<file path="src/rtl/u8d_pkg.sv">
// Shared types, constants and helper functions of the UTF-8 byte stream decoder.
// Depends on nothing; used by u8d_decode and utf8_byte_stream_decoder.

package u8d_pkg;

	localparam int ByteW  = 8;
	localparam int CpW    = 21;
	localparam int MaxRes = 3;
	localparam int HeldN  = 3;
	localparam int TailN  = 8;

	typedef logic [ByteW-1:0]               byte_t;
	typedef logic [CpW-1:0]                 cp_t;
	typedef logic [1:0]                     cnt_t;
	typedef logic [HeldN-1:0][ByteW-1:0]    held_t;
	typedef logic [MaxRes-1:0][CpW-1:0]     cp_list_t;

	// Lead byte classes
	localparam byte_t AsciiMax  = 8'h7F;
	localparam byte_t Lead2Mask = 8'hE0;
	localparam byte_t Lead2Code = 8'hC0;
	localparam byte_t Lead3Mask = 8'hF0;
	localparam byte_t Lead3Code = 8'hE0;
	localparam byte_t Lead4Mask = 8'hF8;
	localparam byte_t Lead4Code = 8'hF0;

	// Decoder state: gathered bytes, count held (lead included), bytes the lead needs
	typedef struct packed {
		held_t held;
		cnt_t  hc;
		cnt_t  need;
	} u8d_state_t;

	// Results caused by one word
	typedef struct packed {
		cnt_t     count;
		cp_list_t cp;
	} u8d_res_t;

	// Number of following bytes a lead calls for; zero for anything else
	function automatic cnt_t follow_of(byte_t c);
		cnt_t f;
		f = 2'd0;
		if ((c & Lead2Mask) == Lead2Code) f = 2'd1;
		else if ((c & Lead3Mask) == Lead3Code) f = 2'd2;
		else if ((c & Lead4Mask) == Lead4Code) f = 2'd3;
		return f;
	endfunction

	// Build a code point from a lead and its following bytes
	function automatic cp_t assemble(byte_t b0, byte_t b1, byte_t b2, byte_t b3, cnt_t follow);
		cp_t cp;
		case (follow)
			2'd1: cp = {10'd0, b0[4:0], b1[5:0]};
			2'd2: cp = {5'd0, b0[3:0], b1[5:0], b2[5:0]};
			default: cp = {b0[2:0], b1[5:0], b2[5:0], b3[5:0]};
		endcase
		return cp;
	endfunction

endpackage

</file>
<file path="src/rtl/utf8_byte_stream_decoder.sv">
// A code point shows on the master side in the cycle after its byte is taken.
// Throughput: one byte per cycle while each byte gives at most one code point and the
// master side is ready; a final byte that gives n code points (at most 2) holds the slave
// side until the last is taken, as the single result register sends one per ready cycle.
// Reset: arst_n clears the sequence state and empties the result register at once.
// Top level of the UTF-8 byte stream decoder; depends on u8d_pkg and u8d_decode.

module utf8_byte_stream_decoder (
	input  logic        clk,
	input  logic        arst_n,
	input  logic        s_axis_tvalid,
	output logic        s_axis_tready,
	input  logic [7:0]  s_axis_tdata,  // [7:0] data_byte
	input  logic        s_axis_tlast,  // final_byte
	output logic        m_axis_tvalid,
	input  logic        m_axis_tready,
	output logic [23:0] m_axis_tdata,  // [20:0] code_point, [23:21] zero
	output logic        m_axis_tlast   // run_end
);
	import u8d_pkg::*;

	held_t      held_q;
	cnt_t       hc_q;
	cnt_t       need_q;
	u8d_state_t cur;
	u8d_state_t nxt;
	u8d_res_t   res;
	cp_list_t   cp_q;
	cnt_t       total_q;
	cnt_t       rem_q;
	cnt_t       out_idx;
	logic       in_acc;
	logic       out_acc;

	assign cur = '{held: held_q, hc: hc_q, need: need_q};

	u8d_decode u_decode (
		.cur        (cur),
		.data_byte  (s_axis_tdata),
		.final_byte (s_axis_tlast),
		.nxt        (nxt),
		.res        (res)
	);

	// Take a new word when the result register is empty or empties this cycle
	assign out_acc       = m_axis_tvalid & m_axis_tready;
	assign s_axis_tready = (rem_q == 2'd0) || (rem_q == 2'd1 && m_axis_tready);
	assign in_acc        = s_axis_tvalid & s_axis_tready;

	// Sequence control state
	always_ff @(posedge clk or negedge arst_n) begin
		if (!arst_n) begin
			hc_q   <= '0;
			need_q <= '0;
		end else if (in_acc) begin
			hc_q   <= nxt.hc;
			need_q <= nxt.need;
		end
	end

	// Held bytes: payload only
	always_ff @(posedge clk) begin
		if (in_acc) begin
			held_q <= nxt.held;
		end
	end

	// Result register: load a new batch or advance by one word
	always_ff @(posedge clk or negedge arst_n) begin
		if (!arst_n) begin
			total_q <= '0;
			rem_q   <= '0;
		end else if (in_acc) begin
			total_q <= res.count;
			rem_q   <= res.count;
		end else if (out_acc) begin
			rem_q   <= rem_q - 2'd1;
		end
	end

	always_ff @(posedge clk) begin
		if (in_acc) begin
			cp_q <= res.cp;
		end
	end

	// Drive the master side from the oldest pending code point
	assign out_idx       = total_q - rem_q;
	assign m_axis_tvalid = (rem_q != 2'd0);
	assign m_axis_tdata  = {3'd0, cp_q[out_idx]};
	assign m_axis_tlast  = (rem_q == 2'd1);

endmodule

</file>
<file path="src/rtl/u8d_decode.sv">
// Combinational decode of one byte against the held sequence state.
// Depends on u8d_pkg; instantiated by utf8_byte_stream_decoder.

module u8d_decode (
	input  u8d_pkg::u8d_state_t cur,
	input  u8d_pkg::byte_t      data_byte,
	input  logic                final_byte,
	output u8d_pkg::u8d_state_t nxt,
	output u8d_pkg::u8d_res_t   res
);
	import u8d_pkg::*;

	byte_t      tail [TailN];
	logic [2:0] tail_len;
	logic [2:0] pos;
	byte_t      tc;
	cnt_t       tf;
	cnt_t       k;
	cnt_t       lead_f;

	assign lead_f = follow_of(data_byte);

	always_comb begin
		// Lay out the string tail: held bytes, then the final byte
		for (int j = 0; j < TailN; j++) begin
			tail[j] = '0;
		end
		for (int j = 0; j < HeldN; j++) begin
			tail[j] = cur.held[j];
		end
		tail[{1'b0, cur.hc}] = data_byte;
		tail_len = {1'b0, cur.hc} + 3'd1;

		nxt = cur;
		res = '0;
		pos = '0;
		k   = '0;
		tc  = '0;
		tf  = '0;

		if (final_byte) begin
			// Walk the tail once, position by position
			for (int p = 0; p < 4; p++) begin
				if (3'(p) < tail_len && 3'(p) == pos) begin
					tc = tail[p];
					tf = follow_of(tc);
					if (tc <= AsciiMax) begin
						if (k < 2'd3) res.cp[k] = {13'd0, tc};
						k = k + 2'd1;
						pos = pos + 3'd1;
					end else if (tf != 2'd0 && (3'(p) + {1'b0, tf}) < tail_len) begin
						if (k < 2'd3) begin
							res.cp[k] = assemble(tail[p], tail[p+1], tail[p+2], tail[p+3], tf);
						end
						k = k + 2'd1;
						pos = 3'(p) + {1'b0, tf} + 3'd1;
					end else begin
						pos = pos + 3'd1;
					end
				end
			end
			res.count = k;
			nxt.hc    = '0;
			nxt.need  = '0;
		end else if (cur.hc != 2'd0) begin
			if (cur.hc >= cur.need) begin
				// Sequence complete with this byte
				case (cur.need)
					2'd1: res.cp[0] = assemble(cur.held[0], data_byte, 8'd0, 8'd0, cur.need);
					2'd2: res.cp[0] = assemble(cur.held[0], cur.held[1], data_byte, 8'd0,
						cur.need);
					default: res.cp[0] = assemble(cur.held[0], cur.held[1], cur.held[2],
						data_byte, cur.need);
				endcase
				res.count = 2'd1;
				nxt.hc    = '0;
				nxt.need  = '0;
			end else begin
				// Gather one more following byte
				nxt.held[cur.hc] = data_byte;
				nxt.hc = cur.hc + 2'd1;
			end
		end else begin
			if (data_byte <= AsciiMax) begin
				res.cp[0] = {13'd0, data_byte};
				res.count = 2'd1;
			end else if (lead_f != 2'd0) begin
				nxt.held[0] = data_byte;
				nxt.hc      = 2'd1;
				nxt.need    = lead_f;
			end
		end
	end

endmodule

</file>
<file path="config.mk">
export PLATFORM = sky130hd
export DESIGN_NAME = utf8_byte_stream_decoder
export DESIGN_NICKNAME = d
export VERILOG_FILES = /design/src/rtl/u8d_pkg.sv /design/src/rtl/utf8_byte_stream_decoder.sv /design/src/rtl/u8d_decode.sv
export SDC_FILE = /design/constraint.sdc
export NUM_CORES = 1
export LEC_CHECK = 0
export ABC_AREA = 1
export BUFFER_PORTS_ARGS = -buffer_cell sky130_fd_sc_hd__buf_2
export CAP_MARGIN = 10
export CORE_MARGIN = 5
export CORE_UTILIZATION = 35
export CTS_BUF_LIST = sky130_fd_sc_hd__clkbuf_16
export DETAILED_ROUTE_END_ITERATION = 8
export GPL_TIMING_DRIVEN = 0
export PLACE_DENSITY = 0.5
export SETUP_SLACK_MARGIN = 0.15
export SLEW_MARGIN = 5
export SYNTH_ARGS = -nofsm -noshare
export SYNTH_HDL_FRONTEND = slang
export SYNTH_SLANG_ARGS = --single-unit
export TNS_END_PERCENT = 10
</file>
<file path="constraint.sdc">
create_clock -name clk -period 11.6 [get_ports clk]
set_clock_uncertainty 0.05 [all_clocks]
set_input_delay 2.32 -clock clk [delete_from_list [all_inputs] [get_ports clk]]
set_output_delay 2.32 -clock clk [all_outputs]
set_load 0.1 [all_outputs]
</file>
==> results.cfg, run 1 <==
[worst_hold_path]
worstHoldPathCells = 2
hold_path_class = register to register

[grt]
antenna_found_initial = 0
grt_pass1_vias = 8703
grtUsageTotal_pct = 26.7
overflow = 0
grt_pass1_wl_mm = 57.1
grt_max_degree = 68

[route]
vias = 9389
post_drt_wl_per_cell_um = 23.2
ant_nets = 0
drtIter0Drc = 1151
routed_wl_mm = 38.3
viasPerCell = 5.67
route.detailed.drc = 0
drt-pass1-iter-count = 6

[placed_design]
gp_congestion = 1.01
dpl.cell_count = 1640
io_buffers = 35
dp_hpwl_mm = 30.5
place_ws_ps = 2890
postPlaceCellArea_mm2 = 0.00936

[setup_path]
slowest_delay_ps = 740
crit_path_max_fanout = 10
worstPathRequired_ps = 11670
rr_endpoint = cp_q[45]
slowest_stage = nor2_1
endpoint_kind = register
rrSetupSlack_ps = 4080
cp.arrival_ps = 8580
worst_path_most_repeated_cell = nand2_1
crit_path_end = cp_q[45]
critPathKind = input pin to register
cp-start-kind = input pin
reg2reg_from = hc_q[0]
r2r_cells = 39
startpoint = s_axis_tdata[5]

[yosys]
async_flop_share_pct = 8.42
ys_warn_count = 0
synth_edf_count = 87
synth_cells = 1278
syn_avg_cell_area_um2 = 6.85
yosysTopAreaCellShare_pct = 29.8
post-synth-top-area-cell = edfxtp_1
synth_seq_cells = 95
netlist-cell-type-count = 52
ys.flop_type = edfxtp_1
syn_area_mm2 = 0.00875
synth_seq_area_share_pct = 32.1
yosys-top-cells-area = edfxtp_1 30%, nand2_1 16%, inv_1 6.4%, o21ai_0 5.7%, ha_1 5.1%

[cts]
clkTransAtPathRegs_ps = 70
cts-resized-gates = 0
holdBufCountCts = 0
cts_max_path_buffers = 2
insertion_delay_ps = 360
h-tree-depth = 3
cts_tree = built
cts_sinks = 95
cts_setup_buffers = 0
cts_buffers = 9
clockRootBuffer = clkbuf_16

[sta]
post-route-period-util_pct = 73.4
finalCriticalPeriod_ps = 8510
finalSetupViolations = 0
rsz0062_at_grt = no
setup_ws_ps = 3090
final_max_slew_viol_count = 0
relSlewSlack_pct = 26.8
fin_hold_ws_ps = 464
max_freq_mhz = 118
tns_ps = 0
hold_viol = 0
tightest_slew_ps = 1100

[finish]
design_area_mm2 = 0.00966
diodes = 0
drive_above_1_share_pct = 10.5
area_growth_pct = 10.3
fin_util_pct = 39.5
fill_cells = 2688
layoutNonFillerInstCount = 1656
num-nets-final = 1377

[floorplan]
die_h_um = 168
num_rows = 57
dieArea_mm2 = 0.0283
boundaryPins = 40
coreArea_mm2 = 0.0245
start_util_pct = 35.8
die_width_um = 168

[power_and_ir_drop]
ir_drop_v = 0.000329
total_power_mw = 3.04
leakagePower_nw = 4.06
cellPowerDensity_mw_per_mm2 = 315

[job]
cap_violations = 0

[run_status]
outcome = finished, final reports clean
==> synth_stat cells (all sizes together), types with 2 or more instances <==
cell     number
o211ai       11
nand2       395
a211oi        3
o21ai       121
o2111ai       2
o22ai        44
a31oi         7
o21a          2
dfrtp         8
nand4        12
o221ai        8
nor3         19
nor2        121
inv         165
nand3        78
a21oi        58
clkbuf       28
o32ai         4
clkinv        4
buf          21
edfxtp       87
a32oi         7
ha           36
a22oi        22
nor4          3
a41oi         2
==> metal layers <==
layer | wire [µm] | track usage, %
met1 | 17300 | 37.9
met3 | 2740 | 4.36
met4 | 1220 | 8.43
met5 | 0 | 0
met2 | 17100 | 41.8
==> area by class of cell <==
class / instances / area (µm²) / area share (%)
Clock buffer: 9 / 225 / 2.33
Buffer: 49 / 263 / 2.72
Tap cell: 324 / 405 / 4.20
Timing Repair Buffer: 36 / 190 / 1.97
Inverter: 169 / 639 / 6.62
Sequential cell: 95 / 2810 / 29.1
Clock inverter: 7 / 72.6 / 0.751
Multi-Input combinational cell: 967 / 5050 / 52.3
==> sequential cells by signal, summed over array words and instances, names as in the netlist, named ones only <==
register,flops
cur,19
cp_q,63
rem_q,2
need_q,2
total_q,2
hc_q,2
==> worst min-delay path by stage <==
stage | end | slack [ps] | from
floorplan | total_q[1] | 420 | total_q[1]
global placement | total_q[1] | 440 | total_q[1]
detailed placement | total_q[1] | 450 | total_q[1]
CTS | total_q[1] | 460 | total_q[1]
global route | total_q[1] | 510 | total_q[1]
finish | total_q[1] | 460 | total_q[1]
==> cells by family (layout without fill, tap and decap cells) <==
logic type      after synthesis  count (layout)  synth area share (%)
mux                           1               1                 0.114
xor+xnor                      2               2                 0.200
compound gates              293             293                  19.8
other cells                   1               3                0.0428
buf+inv                     218             270                  10.3
fa+ha+maj                    37              37                  5.37
flops                        95              95                  32.1
simple gates                631             631                  32.1
==> where the power goes <==
group,leakage (nW),internal (mW),switching [mW]
clock network,0.148,0.168,0.143
logic,3.00,0.422,1.83
registers,0.918,0.457,0.0210
total,4.06,1.05,1.99
==> worst max-delay path, delay by kind of cell <==
| family | cells | cell delay (ps) |
|---|---|---|
| AO/OA/AOI/OAI | 5 | 1260 |
| adder cells (fa/ha/maj) | 3 | 740 |
| AND/OR/NAND/NOR | 15 | 2770 |
| buffers and inverters | 7 | 1460 |
==> cell usage in the layout (no fill, tap or decap), types with 10 or more instances in the layout <==
cell / netlist / layout
inv_2: 15 / 15
buf_2: 6 / 41
o21ai_1: 19 / 19
ha_1: 36 / 36
nand2_2: 17 / 17
nor3_1: 18 / 18
o21ai_0: 100 / 100
o211ai_1: 11 / 11
clkbuf_1: 28 / 28
a21oi_1: 58 / 58
nor2_1: 104 / 103
a22oi_1: 22 / 22
nand3_1: 68 / 68
inv_1: 149 / 149
nand4_1: 10 / 10
o22ai_1: 44 / 44
edfxtp_1: 87 / 87
nand2_1: 377 / 377
No activity file was read; power rests on OpenSTA's default activity.
==> run 2: changes to the inputs <==
- clock period: 11.6 -> 8.37 ns (I/O delays scaled with it)
==> results.cfg, run 2 (same netlist as run 1, synthesis figures left out) <==
[sta]
setup_ws_ps = 691
relSlewSlack_pct = 27.8
finalCriticalPeriod_ps = 7680
finalSetupViolations = 0
max_freq_mhz = 130
tightest_slew_ps = 1070
hold_viol = 0
rsz0062_at_grt = no
post-route-period-util_pct = 91.7
tns_ps = 0
final_max_slew_viol_count = 0

[finish]
layout_common_cells = 377 x nand2_1, 149 x inv_1, 102 x nor2_1
diodes = 0
area_growth_pct = 10.4
largest_register = cp_q
layout_commonest_cell = nand2_1
drive_above_1_share_pct = 10.6
num-nets-final = 1377
design_area_mm2 = 0.00966
largest_register_ffs = 63

[cts]
clockRootBuffer = clkbuf_16
cts_sinks = 95
cts_buffers = 9
holdBufCountCts = 0
insertion_delay_ps = 360
h-tree-depth = 3
cts-resized-gates = 0
clkTransAtPathRegs_ps = 70
cts_setup_buffers = 0
cts_max_path_buffers = 2
cts_tree = built

[route]
routed_wl_mm = 38.3
drtIter0Drc = 1166
drt-pass1-iter-count = 6
vias = 9388
viasPerCell = 5.67
route.detailed.drc = 0
ant_nets = 0
post_drt_wl_per_cell_um = 23.2

[worst_hold_path]
hold_path_class = register to register

[setup_path]
cp.arrival_ps = 7740
worst_path_most_repeated_cell = nand2_1
cp-start-kind = input pin
rrSetupSlack_ps = 1030
crit_path_max_fanout = 10
worstPathRequired_ps = 8440
endpoint_kind = register
critPathKind = input pin to register
slowest_delay_ps = 540
slowest_stage = nor2_2

[floorplan]
num_rows = 57
coreArea_mm2 = 0.0245
die_width_um = 168
start_util_pct = 35.8
die_h_um = 168
dieArea_mm2 = 0.0283
boundaryPins = 40

[power_and_ir_drop]
ir_drop_v = 0.000455
total_power_mw = 4.22
leakagePower_nw = 4.06
cellPowerDensity_mw_per_mm2 = 437

[placed_design]
gp_congestion = 1.01
postPlaceCellArea_mm2 = 0.00936
io_buffers = 35
dp_hpwl_mm = 30.5
place_ws_ps = 309

[grt]
antenna_found_initial = 0
grtUsageTotal_pct = 26.7
grt_pass1_vias = 8703
overflow = 0
grt_pass1_wl_mm = 57.1
grt_max_degree = 68

[run_status]
outcome = finished, final reports clean

[job]
cap_violations = 0
[run 2: changes by cell type in the layout (fill, tap and decap cells not counted)]
cell and change:
nor2_1 -1, nor2_2 +1
[run 2: path summary, 6_finish.rpt]
path / from / end / cells past startpoint
worst max-delay path: s_axis_tdata[5] / cp_q[45] / 30
max in group asynchronous: arst_n / total_q[1] / 1
worst min-delay path: total_q[1] / total_q[1] / 2
min in group asynchronous: arst_n / hc_q[0] / 1
worst min register to register: total_q[1] / total_q[1] / 2
worst max register to register: hc_q[0] / cp_q[45] / 37
[run 2: power by group]
group / switching, mW / internal, mW / total, mW
combinational: 2.54 / 0.585 / 3.12
clock: 0.197 / 0.233 / 0.431
sequential: 0.0292 / 0.634 / 0.663
total: 2.77 / 1.45 / 4.22
[run 2: critical path, delay by kind of cell]
family,cells,cell delay [ps]
AO/OA/AOI/OAI,5,1240
AND/OR/NAND/NOR,15,2570
buffers and inverters,7,1480
adder cells (fa/ha/maj),3,740
[run 2: cell type report]
| cell class | count | area, µm² |
|---|---|---|
| inverters | 169 | 639 |
| repair buffers | 36 | 190 |
| plain buffers | 49 | 263 |
| well taps | 324 | 405 |
| clock buffers | 9 | 225 |
| flip-flops and latches | 95 | 2810 |
| clock inverters | 7 | 72.6 |
| multi-input cells | 967 | 5050 |
| fillers | 2687 | 14800 |
[run 2: through the flow]
step	util [%]	instances	hold WS, ps
detailed placement	38.3	1640	447
global route	39.5	1656	507
finish	39.5	1656	465
floorplan	-	1280	419
global placement	38.2	1639	438
CTS	39.5	1656	465
[run 2: routing by layer]
layer / global-route usage, % / routed length, µm / vias up
met5: 0 / 0 / -
met4: 8.43 / 1240 / 0
met3: 4.36 / 2900 / 59
met2: 41.8 / 17000 / 412
met1: 37.9 / 17200 / 4494
li1: - / - / 4423
